File: src/hw/rtl/eps_pkg.sv
// Package for the EIT section PDC scanner: widths, register indexes,
// configuration and result types. No dependencies.
package eps_pkg;

    localparam int MAX_SECTION_BYTES_DEF = 4096;

    localparam int CFG_IDX_W  = 8;
    localparam int CFG_DATA_W = 20;
    localparam int OUT_DATA_W = 56;

    localparam logic [CFG_IDX_W-1:0] REG_WANTED_SERVICE = 8'd0;
    localparam logic [CFG_IDX_W-1:0] REG_WANTED_NETWORK = 8'd1;
    localparam logic [CFG_IDX_W-1:0] REG_WANTED_STREAM  = 8'd2;
    localparam logic [CFG_IDX_W-1:0] REG_WANTED_LABEL   = 8'd3;

    localparam logic [7:0]  PDC_TAG        = 8'd105;
    localparam logic [11:0] BODY_MIN_LEN   = 12'd27;
    localparam logic [8:0]  PDC_MIN_SIZE   = 9'd5;

    typedef struct packed {
        logic [15:0] service;
        logic [15:0] network;
        logic [15:0] stream;
        logic [19:0] label;
    } t_cfg;

    // header_ok sits in bit 0, fields follow upward
    typedef struct packed {
        logic        truncated;
        logic        pdc_match;
        logic [19:0] pdc_label;
        logic        pdc_present;
        logic [2:0]  run_state;
        logic [15:0] event_number;
        logic [7:0]  section_index;
        logic        header_only;
        logic        header_ok;
    } t_result;

endpackage

File: src/hw/rtl/eps_byte_parser.sv
// Per-byte section parser: header checks, first event fields and PDC
// descriptor walk. Depends on eps_pkg.
module eps_byte_parser #(
    parameter int MAX_SECTION_BYTES = eps_pkg::MAX_SECTION_BYTES_DEF
) (
    input  logic             i_clk,
    input  logic             i_rst_n,
    input  logic             i_take,
    input  logic [7:0]       i_byte,
    input  logic             i_last,
    input  eps_pkg::t_cfg    i_cfg,
    output logic             o_res_valid,
    output eps_pkg::t_result o_res
);

    localparam int POS_W = $clog2(MAX_SECTION_BYTES + 1);

    logic [POS_W-1:0] r_pos,        n_pos;
    logic [11:0]      r_len,        n_len;
    logic [3:0]       r_id_ok,      n_id_ok;
    logic [7:0]       r_id_shift,   n_id_shift;
    logic [7:0]       r_section,    n_section;
    logic [15:0]      r_event,      n_event;
    logic [2:0]       r_status,     n_status;
    logic [11:0]      r_loop_rem,   n_loop_rem;
    logic [8:0]       r_desc_off,   n_desc_off;
    logic [8:0]       r_desc_size,  n_desc_size;
    logic             r_desc_pdc,   n_desc_pdc;
    logic [19:0]      r_label_acc,  n_label_acc;
    logic [19:0]      r_kept_label, n_kept_label;
    logic [1:0]       r_pdc_flags,  n_pdc_flags;
    logic             r_loop_open,  n_loop_open;

    logic             w_only;
    logic             w_ok;
    logic             w_trunc;

    always_comb begin
        logic [POS_W-1:0] p;
        logic             skip;
        p            = r_pos;
        skip         = 1'b0;
        n_pos        = r_pos;
        n_len        = r_len;
        n_id_ok      = r_id_ok;
        n_id_shift   = r_id_shift;
        n_section    = r_section;
        n_event      = r_event;
        n_status     = r_status;
        n_loop_rem   = r_loop_rem;
        n_desc_off   = r_desc_off;
        n_desc_size  = r_desc_size;
        n_desc_pdc   = r_desc_pdc;
        n_label_acc  = r_label_acc;
        n_kept_label = r_kept_label;
        n_pdc_flags  = r_pdc_flags;
        n_loop_open  = r_loop_open;

        if (p < POS_W'(MAX_SECTION_BYTES)) begin
            if (p == POS_W'(1)) begin
                n_len = {i_byte[3:0], 8'd0};
            end else if (p == POS_W'(2)) begin
                n_len = {r_len[11:8], i_byte};
            end else if (p == POS_W'(4)) begin
                if ({r_id_shift, i_byte} != i_cfg.service) n_id_ok[0] = 1'b0;
            end else if (p == POS_W'(5)) begin
                if (!i_byte[0]) n_id_ok[3] = 1'b0;
            end else if (p == POS_W'(6)) begin
                n_section = i_byte;
            end else if (p == POS_W'(9)) begin
                if ({r_id_shift, i_byte} != i_cfg.stream) n_id_ok[1] = 1'b0;
            end else if (p == POS_W'(11)) begin
                if ({r_id_shift, i_byte} != i_cfg.network) n_id_ok[2] = 1'b0;
            end

            if (p >= POS_W'(14) && n_len > eps_pkg::BODY_MIN_LEN) begin
                if (p == POS_W'(14)) begin
                    n_event = {i_byte, 8'd0};
                end else if (p == POS_W'(15)) begin
                    n_event = {r_event[15:8], i_byte};
                end else if (p == POS_W'(24)) begin
                    n_status   = i_byte[7:5];
                    n_loop_rem = {i_byte[3:0], 8'd0};
                end else if (p == POS_W'(25)) begin
                    n_loop_rem  = {r_loop_rem[11:8], i_byte};
                    n_loop_open = (n_loop_rem != 12'd0);
                end else if (p >= POS_W'(26) && r_loop_open) begin
                    // descriptor loop walk
                    if (r_desc_off == 9'd0) begin
                        if (r_loop_rem == 12'd0) begin
                            n_loop_open = 1'b0;
                            skip        = 1'b1;
                        end else begin
                            n_desc_pdc = (i_byte == eps_pkg::PDC_TAG);
                            if (n_desc_pdc) n_pdc_flags[0] = 1'b1;
                            n_desc_off = 9'd1;
                        end
                    end else if (r_desc_off == 9'd1) begin
                        n_desc_size = {1'b0, i_byte} + 9'd2;
                        n_desc_off  = 9'd2;
                    end else begin
                        if (r_desc_pdc && r_desc_size >= eps_pkg::PDC_MIN_SIZE) begin
                            if (r_desc_off == 9'd2) begin
                                n_label_acc = {i_byte[3:0], 16'd0};
                            end else if (r_desc_off == 9'd3) begin
                                n_label_acc = {r_label_acc[19:16], i_byte, 8'd0};
                            end else if (r_desc_off == 9'd4) begin
                                n_label_acc  = {r_label_acc[19:8], i_byte};
                                n_kept_label = n_label_acc;
                                if (n_label_acc == i_cfg.label) n_pdc_flags[1] = 1'b1;
                            end
                        end
                        n_desc_off = r_desc_off + 9'd1;
                    end
                    if (!skip) begin
                        if (r_loop_rem != 12'd0) n_loop_rem = r_loop_rem - 12'd1;
                        if (n_desc_off >= 9'd2 && n_desc_off >= n_desc_size) begin
                            n_desc_off = 9'd0;
                        end
                        if (n_desc_off == 9'd0 && n_loop_rem == 12'd0) n_loop_open = 1'b0;
                    end
                end
            end
            n_id_shift = i_byte;
            n_pos      = p + POS_W'(1);
        end
    end

    assign w_ok    = (n_id_ok == 4'hF) && (n_pos >= POS_W'(12));
    assign w_only  = (n_len <= eps_pkg::BODY_MIN_LEN);
    assign w_trunc = !w_only && ((n_pos < POS_W'(26)) || n_loop_open);

    assign o_res_valid = i_take && i_last;

    always_comb begin
        o_res = '0;
        if (w_ok) begin
            o_res.header_ok     = 1'b1;
            o_res.header_only   = w_only;
            o_res.section_index = n_section;
            if (!w_only) begin
                o_res.event_number = n_event;
                o_res.run_state    = n_status;
                o_res.pdc_present  = n_pdc_flags[0];
                o_res.pdc_label    = n_kept_label;
                o_res.pdc_match    = n_pdc_flags[1];
                o_res.truncated    = w_trunc;
            end
        end
    end

    always_ff @(posedge i_clk) begin
        if (!i_rst_n || (i_take && i_last)) begin
            r_pos        <= '0;
            r_len        <= '0;
            r_id_ok      <= 4'hF;
            r_id_shift   <= '0;
            r_section    <= '0;
            r_event      <= '0;
            r_status     <= '0;
            r_loop_rem   <= '0;
            r_desc_off   <= '0;
            r_desc_size  <= '0;
            r_desc_pdc   <= 1'b0;
            r_label_acc  <= '0;
            r_kept_label <= '0;
            r_pdc_flags  <= '0;
            r_loop_open  <= 1'b0;
        end else if (i_take) begin
            r_pos        <= n_pos;
            r_len        <= n_len;
            r_id_ok      <= n_id_ok;
            r_id_shift   <= n_id_shift;
            r_section    <= n_section;
            r_event      <= n_event;
            r_status     <= n_status;
            r_loop_rem   <= n_loop_rem;
            r_desc_off   <= n_desc_off;
            r_desc_size  <= n_desc_size;
            r_desc_pdc   <= n_desc_pdc;
            r_label_acc  <= n_label_acc;
            r_kept_label <= n_kept_label;
            r_pdc_flags  <= n_pdc_flags;
            r_loop_open  <= n_loop_open;
        end
    end

endmodule

File: src/hw/rtl/eit_section_pdc_scanner.sv
// Top level of the EIT section PDC scanner: config registers, parser and
// result register. Depends on eps_pkg and eps_byte_parser.
//
//  channel   dir  handshake                      payload
//  s_axis    in   s_axis_tvalid / s_axis_tready  tdata: data_byte; tlast: end_of_section
//  m_axis    out  m_axis_tvalid / m_axis_tready  tdata: result fields, header_ok lowest
//  cfg       in   i_cfg_wr_en                    i_cfg_index, i_cfg_wdata
//
// One byte per cycle unless stalled; bytes pass through the parser's combinational update.
// A result appears in the output register the cycle after its last byte.
// Input stalls only while a result waits in the output register and is not taken.
// Synchronous active-low reset clears config to zero and restarts section state.
module eit_section_pdc_scanner #(
    parameter int MAX_SECTION_BYTES = eps_pkg::MAX_SECTION_BYTES_DEF
) (
    input  logic                             i_clk,
    input  logic                             i_rst_n,
    input  logic                             s_axis_tvalid,
    output logic                             s_axis_tready,
    input  logic [7:0]                       s_axis_tdata,  // [7:0] data_byte
    input  logic                             s_axis_tlast,  // end_of_section
    output logic                             m_axis_tvalid,
    input  logic                             m_axis_tready,
    // [0] header_ok, [1] header_only, [9:2] section_index, [25:10] event_number,
    // [28:26] run_state, [29] pdc_present, [49:30] pdc_label, [50] pdc_match,
    // [51] truncated, [55:52] zero
    output logic [eps_pkg::OUT_DATA_W-1:0]   m_axis_tdata,
    input  logic                             i_cfg_wr_en,
    input  logic [eps_pkg::CFG_IDX_W-1:0]    i_cfg_index,
    input  logic [eps_pkg::CFG_DATA_W-1:0]   i_cfg_wdata
);

    eps_pkg::t_cfg    r_cfg;
    eps_pkg::t_result r_out;
    eps_pkg::t_result w_res;
    logic             r_out_valid;
    logic             w_take;
    logic             w_res_valid;

    assign s_axis_tready = !r_out_valid || m_axis_tready;
    assign w_take        = s_axis_tvalid && s_axis_tready;

    always_ff @(posedge i_clk) begin
        if (!i_rst_n) begin
            r_cfg <= '0;
        end else if (i_cfg_wr_en) begin
            case (i_cfg_index)
                eps_pkg::REG_WANTED_SERVICE: r_cfg.service <= i_cfg_wdata[15:0];
                eps_pkg::REG_WANTED_NETWORK: r_cfg.network <= i_cfg_wdata[15:0];
                eps_pkg::REG_WANTED_STREAM:  r_cfg.stream  <= i_cfg_wdata[15:0];
                eps_pkg::REG_WANTED_LABEL:   r_cfg.label   <= i_cfg_wdata;
                default: ;
            endcase
        end
    end

    eps_byte_parser #(
        .MAX_SECTION_BYTES(MAX_SECTION_BYTES)
    ) u_parser (
        .i_clk       (i_clk),
        .i_rst_n     (i_rst_n),
        .i_take      (w_take),
        .i_byte      (s_axis_tdata),
        .i_last      (s_axis_tlast),
        .i_cfg       (r_cfg),
        .o_res_valid (w_res_valid),
        .o_res       (w_res)
    );

    always_ff @(posedge i_clk) begin
        if (!i_rst_n) begin
            r_out_valid <= 1'b0;
        end else if (w_res_valid) begin
            r_out_valid <= 1'b1;
        end else if (m_axis_tready) begin
            r_out_valid <= 1'b0;
        end
    end

    always_ff @(posedge i_clk) begin
        if (w_res_valid) begin
            r_out <= w_res;
        end
    end

    assign m_axis_tvalid = r_out_valid;
    assign m_axis_tdata  = {4'd0, r_out};

    a_stall_has_cause: assert property (@(posedge i_clk) disable iff (!i_rst_n)
        !s_axis_tready |-> m_axis_tvalid)
        else $error("input stalled with no pending result");

    a_last_gives_result: assert property (@(posedge i_clk) disable iff (!i_rst_n)
        (s_axis_tvalid && s_axis_tready && s_axis_tlast) |=> m_axis_tvalid)
        else $error("last byte produced no result");

    a_rejected_is_zero: assert property (@(posedge i_clk) disable iff (!i_rst_n)
        (m_axis_tvalid && !r_out.header_ok) |-> (r_out == '0))
        else $error("rejected header carries nonzero fields");

    a_header_only_empty: assert property (@(posedge i_clk) disable iff (!i_rst_n)
        (m_axis_tvalid && r_out.header_only) |->
        (r_out.event_number == 16'd0 && !r_out.pdc_present && !r_out.truncated
         && !r_out.pdc_match && r_out.pdc_label == 20'd0))
        else $error("header-only section carries event fields");

endmodule

File: config.mk
export PLATFORM = sky130hd
export DESIGN_NAME = eit_section_pdc_scanner
export DESIGN_NICKNAME = d
export VERILOG_FILES = /design/src/hw/rtl/eps_pkg.sv /design/src/hw/rtl/eps_byte_parser.sv /design/src/hw/rtl/eit_section_pdc_scanner.sv
export SDC_FILE = /design/constraint.sdc
export NUM_CORES = 1
export LEC_CHECK = 0
export BUFFER_PORTS_ARGS = -buffer_cell sky130_fd_sc_hd__buf_2
export CORE_MARGIN = 2
export CORE_UTILIZATION = 50
export CTS_BUF_LIST = sky130_fd_sc_hd__clkbuf_4
export DETAILED_ROUTE_END_ITERATION = 6
export PLACE_DENSITY = 0.74
export SLEW_MARGIN = 10
export SYNTH_ARGS = -nofsm -noshare
export SYNTH_HDL_FRONTEND = slang
export SYNTH_SLANG_ARGS = --single-unit
File: constraint.sdc
create_clock -name i_clk -period 5.3 [get_ports i_clk]
set_input_delay 0.795 -clock i_clk [delete_from_list [all_inputs] [get_ports i_clk]]
set_output_delay 0.795 -clock i_clk [all_outputs]
set_load 0.03 [all_outputs]
==> impl_metrics.ini, run 1 <==
[global_routing]
grt_pass1_vias = 9613
use_met1_pct = 32.3
grt_pass1_wl_um = 50300
grt_overflow = 0
grt_start_max_net_pins = 71
grt_util_met2_pct = 38.0
use_met3_pct = 4.26
antenna_found_initial = 1
grtUsageTotal_pct = 23.9
gr-max-usage-layer = met2

[critical_path]
cpMostUsedCell = mux2i_1
cp_slowest_stage_delay_ns = 0.56
cp_top_family = compound AO/OA/AOI/OAI gates
critPathLaunchType = flop
cp_slowest_cell = nor4_1
path_cells = nor4_1 -> and2_1 -> nand3_1 -> mux2i_1 -> ha_1 -> a2111oi_0 -> nor3_1 -> a221o_1 -> mux2i_1 -> o31ai_1 -> a311oi_1
crit_path_end_kind = flop
arrival_ns = 4.59
path_max_fanout = 15
worstPathRequired_ns = 5.78
cp_num_buf_inv = 0
crit_type = flop to flop

[clocking]
cts_setup_buffers = 0
root_buffer = clkbuf_4
clk_path_buf_depth = 3
cts.sinks = 249
cts_made_buffers = 66
cts_max_level = 3
ctsHoldBuffers = 0
cts_tree = yes
clock_latency_ns = 0.68
cts-resized-gates = 0
cts.clk_slew.worst_paths_ns = 0.07

[sta]
skew_ns = 0.0421
rsz0062_at_grt = no
layout_min_cycle_time_ns = 4.11
final_max_slew_viol_count = 0
tns_ns = 0
setup_violations = 0
post-route-period-util_pct = 77.6
fmax_mhz = 243
finalWorstSetupSlack_ns = 1.19
hold_viol_final = 0
worst_pin_slew_ns = 1.19
slew_headroom_pct = 20.2

[synthesis]
yosysSeqAreaShare_pct = 44.0
ys_top_cells_by_area = dfxtp_1 31%, mux2i_1 14%, edfxtp_1 12%
netlist.area_leader.share_pct = 31.5
synth-edff-count = 52
avgSynthCellArea_um2 = 9.46
yosysUniqueCellTypes = 70
ys_async_sr_fraction_pct = 0
ys_seq_elements = 249
syn-cell-area_um2 = 12500
yosys_warnings = 0
ys.flop_type = dfxtp_1
synth_largest_area_cell = dfxtp_1
syn_inst = 1324

[layout]
utilization_pct = 56.9
final_nets = 1465
layout.cells.non_filler = 1773
layout_commonest_cell = dfxtp_1
drive_gt1_share_pct = 16.9
syn_to_final_growth_pct = 11.2
mostFrequentLayoutCells = 197 x dfxtp_1, 175 x mux2i_1, 160 x nor2_1

[detailed_routing]
vias = 10077
dr.pass1.iters = 5
via_per_inst = 5.68
drtIter0Drc = 724
remaining_drc_errors = 0
final_antenna_net_count = 0
wl_per_cell_um = 17.6
drt-total-wl_um = 31200

[placement]
hpwl_um = 21000
gp_congestion = 0.924
dp.cells = 1659
place.port_buffers = 95
pre_cts_ws_ns = 1.27

[die]
die_h_um = 162
ios = 100
num_rows = 57
die_width_um = 162
start_util_pct = 51.2
core-area_um2 = 24500
die_area_um2 = 26300

[power]
irDropWorstVdd_uv = 171
leakage_nw = 6.05
power.total_mw = 3.88
pwr_density_cell_nw_per_um2 = 279

[outcome]
status = complete, no violations

[run]
cap_violations = 0

[worst_hold_path]
hold_class = input port to flop
[worst paths after layout]
| check | startpoint | to | slack, ns | cells past startpoint |
|---|---|---|---|---|
| setup / recovery | u_parser.r_desc_off[4] | m_axis_tdata[51] | 1.19 | 11 |
| hold / removal | i_cfg_wdata[19] | r_cfg[19] | 0.39 | 3 |
| setup reg to reg | u_parser.r_desc_off[4] | m_axis_tdata[51] | 1.19 | 11 |
| hold reg to reg | u_parser.r_id_ok[0] | u_parser.r_id_ok[0] | 0.46 | 1 |
[registers in the layout, indices dropped and copies added (netlist names)]
register / flops
r_cfg: 68
m_axis_tdata: 52
u_parser.r_kept_label: 20
u_parser.r_event: 16
u_parser.r_pos: 13
u_parser.r_label_acc: 12
u_parser.r_loop_rem: 12
u_parser.r_len: 10
u_parser.r_desc_off: 9
u_parser.r_desc_size: 9
u_parser.r_id_shift: 8
u_parser.r_section: 8
u_parser.r_id_ok: 4
u_parser.r_status: 3
u_parser.r_pdc_flags: 2
m_axis_tvalid: 1
u_parser.r_desc_pdc: 1
u_parser.r_loop_open: 1
[kinds of logic (layout without fill, tap and decap cells)]
| kind of cell | count (synthesis) | after routing | share of synthesized area [%] |
|---|---|---|---|
| adders and majority gates | 20 | 20 | 2.00 |
| DFF | 249 | 249 | 44.0 |
| xor gates and xnor gates | 98 | 98 | 6.86 |
| AOI/OAI and AO/OA | 159 | 159 | 8.51 |
| muxes | 177 | 177 | 14.2 |
| other | 1 | 5 | 0.0300 |
| buffers and inverters | 124 | 245 | 4.26 |
| and+or+nand+nor | 496 | 496 | 20.2 |
[metrics by stage]
step	instance area (µm²)	hold slack, ns
5_1_grt	13900	0.393
6_report	13900	0.389
3_5_place_dp	13100	0.453
4_1_cts	13900	0.342
3_3_place_gp	13100	0.443
2_1_floorplan	12500	0.426
[tightest hold or removal path: stages]
cell and delay (ns):
buf_2 0.07, mux2i_1 0.05, nor2b_1 0.09
[cell type report]
| cell class | instances | area, µm² |
|---|---|---|
| Clock buffer | 104 | 781 |
| Timing Repair Buffer | 111 | 596 |
| Fill cell | 2158 | 10500 |
| Inverter | 21 | 78.8 |
| Multi-Input combinational cell | 954 | 6510 |
| Tap cell | 324 | 405 |
| Antenna cell | 1 | 2.50 |
| Clock inverter | 9 | 41.3 |
| Sequential cell | 249 | 5510 |
[per-layer routing]
layer / vias to the layer above / share of wire (%)
met2: 353 / 46
li1: 4856 / -
met1: 4802 / 45
met5: - / 0
met4: 0 / 2.7
met3: 66 / 6.7
[power breakdown]
group	leakage (nW)	internal (mW)	switching [mW]	total (mW)
Sequential	2.07	1.95	0.0127	1.97
Combinational	3.48	0.0743	0.179	0.253
Clock	0.498	0.886	0.777	1.66
Total	6.05	2.91	0.969	3.88
[Yosys cell counts (all sizes together) (16+ instances only)]
cell type and instances:
dfxtp 197, mux2i 175, nor2 160, clkbuf 74, nor2b 74, nand2 64, xnor2 60, edfxtp 52
nand3 42, a21oi 39, xor2 38, nor3 30, o21ai 30, buf 29, nor4 28, nand4 26
inv 21, ha 20, a22oi 16
Power figures use the tool's default switching activity.
==> run 2: changes to the inputs <==
--- a/config.mk
+++ b/config.mk
@@ -10,7 +10,7 @@
 export CORE_UTILIZATION = 50
 export CTS_BUF_LIST = sky130_fd_sc_hd__clkbuf_4
 export DETAILED_ROUTE_END_ITERATION = 6
-export PLACE_DENSITY = 0.74
+export PLACE_DENSITY = 0.77
 export SLEW_MARGIN = 10
 export SYNTH_ARGS = -nofsm -noshare
 export SYNTH_HDL_FRONTEND = slang
==> constraint.sdc (replaced) <==
create_clock -name i_clk -period 3.7 [get_ports i_clk]
set_input_delay 0.555 -clock i_clk [delete_from_list [all_inputs] [get_ports i_clk]]
set_output_delay 0.555 -clock i_clk [all_outputs]
set_load 0.03 [all_outputs]
==> run 2 against run 1 <==
  * Power is 50% higher
  * Via count up 3.8%
  * Sequential share of layout area fell by 1.2 points
  * Clock-buffer cell count rose by 6
  * Worst setup slack lost 0.99 ns
  * Cell count is 3.0% higher
  * Critical path depth grew 1
  * Core utilization increased by 1.9 points
  * Register-to-register slack lost 0.99 ns
  * Combinational power is 52% higher
  * Clock skew is 0.036 ns higher
  * Sequential cell count did not move
  * Critical path type unchanged
  * Largest cell class unchanged
==> impl_metrics.ini, run 2 (synthesis results as in run 1) <==
[detailed_routing]
remaining_drc_errors = 0
dr.pass1.iters = 6
drtIter0Drc = 912
via_per_inst = 5.73
wl_per_cell_um = 18.3
vias = 10460
drt-total-wl_um = 33400
final_antenna_net_count = 0

[global_routing]
grt_overflow = 0
grt_pass1_vias = 10114
grt_start_max_net_pins = 71
grtUsageTotal_pct = 25.3
antenna_found_initial = 2
grt_pass1_wl_um = 53000

[sta]
fmax_mhz = 285
skew_ns = 0.0777
slew_headroom_pct = 46.5
hold_viol_final = 0
rsz0062_at_grt = no
tns_ns = 0
final_max_slew_viol_count = 0
layout_min_cycle_time_ns = 3.51
post-route-period-util_pct = 94.8
setup_violations = 0
finalWorstSetupSlack_ns = 0.192
worst_pin_slew_ns = 0.801

[critical_path]
crit_path_end_kind = flop
critPathLaunchType = flop
crit_type = flop to flop
path_max_fanout = 9
cp_slowest_stage_delay_ns = 0.60
path_cells = or4_1 -> nor4_1 -> o22ai_1 -> inv_1 -> ha_1 -> nor2b_1 -> nor3_1 -> o21ai_0 -> a221o_1 -> mux2i_1 -> o31ai_1 -> a311oi_1
worstPathRequired_ns = 4.17
cp_slowest_cell = or4_1
cp_top_family = simple AND/OR/NAND/NOR gates
arrival_ns = 3.98
cp_num_buf_inv = 1

[die]
die_area_um2 = 26300
die_width_um = 162
start_util_pct = 51.2
die_h_um = 162
num_rows = 57
core-area_um2 = 24500
ios = 100

[clocking]
cts_max_level = 3
cts_made_buffers = 69
clk_path_buf_depth = 3
root_buffer = clkbuf_4
ctsHoldBuffers = 0
cts.clk_slew.worst_paths_ns = 0.07
cts_tree = yes
cts.sinks = 249
clock_latency_ns = 0.71

[layout]
drive_gt1_share_pct = 19.9
syn_to_final_growth_pct = 14.9
final_nets = 1510
mostFrequentLayoutCells = 195 x dfxtp_1, 175 x mux2i_1, 160 x nor2_1
utilization_pct = 58.8
top_register = r_cfg
stdcell_area_um2 = 14400
largest_reg_flops = 68
layout_commonest_cell = dfxtp_1

[power]
leakage_nw = 6.32
pwr_density_cell_nw_per_um2 = 404
irDropWorstVdd_uv = 265

[placement]
placed_area_um2 = 13400
hpwl_um = 23200
gp_congestion = 0.958
place.port_buffers = 95
pre_cts_ws_ns = 0.276

[worst_hold_path]
hold_class = input port to flop

[outcome]
status = complete, no violations

[run]
cap_violations = 0
run 2: cell count changes in the layout (fill, tap and decap cells not counted), moves of 3 or more:
cell,previous run,this run
buf_4,16,56
clkbuf_4,104,110
inv_2,5,2
inv_6,0,3
run 2: layout make-up:
| type | count | area (µm²) |
|---|---|---|
| Clock inverter | 14 | 109 |
| Antenna cell | 1 | 2.50 |
| Inverter | 21 | 78.8 |
| Fill cell | 2135 | 10100 |
| Clock buffer | 110 | 826 |
| Timing Repair Buffer | 153 | 936 |
| Tap cell | 324 | 405 |
| Sequential cell | 249 | 5510 |
| Multi-Input combinational cell | 954 | 6520 |
run 2: per-layer routing:
metal / vias up / global-route usage, % / wire length [µm]
met3: 85 / 5.49 / 2620
met4: 0 / 10.4 / 1130
met2: 421 / 40.8 / 15400
li1: 4960 / - / -
met1: 4994 / 33.0 / 14300
met5: - / 0 / 0
run 2: what timing repair did:
action,in CTS,in global routing
resized for setup,0,6
setup buffers,0,0
endpoints found under the setup margin,0,2
hold endpoints to repair,0,0
run 2: worst reg2reg max path, delay by kind of cell, from the launching register on:
family          cells  cell delay [ns]
mux                 1             0.21
flops               1             0.39
buf+inv             1             0.10
compound gates      5             1.15
simple gates        4             1.23
fa+ha+maj           1             0.24
run 2: worst paths after layout:
| kind | from | to | slack [ns] | depth (start not counted) |
|---|---|---|---|---|
| max reg2reg | u_parser.r_loop_rem[8] | m_axis_tdata[51] | 0.19 | 12 |
| min reg2reg | u_parser.r_id_ok[2] | u_parser.r_id_ok[2] | 0.46 | 2 |
| max | u_parser.r_loop_rem[8] | m_axis_tdata[51] | 0.19 | 12 |
| min | i_cfg_wdata[16] | r_cfg[16] | 0.10 | 3 |
run 2: report_power, final:
part	switching, mW	leakage, nW	internal (mW)	total (mW)
sequential	0.0182	2.07	2.80	2.82
clock	1.18	0.556	1.43	2.62
combinational	0.268	3.69	0.118	0.385
total	1.47	6.32	4.35	5.82
run 2: metrics by stage:
| step | power (mW) | instances | hold slack [ns] |
|---|---|---|---|
| finish | 5.82 | 1826 | 0.104 |
| global route | 6.04 | 1826 | 0.112 |
| CTS | 5.87 | 1825 | 0.0797 |
| detailed placement | 3.26 | 1701 | 0.444 |
| global placement | 3.25 | 1701 | 0.435 |
| floorplan | 3.12 | 1327 | 0.426 |
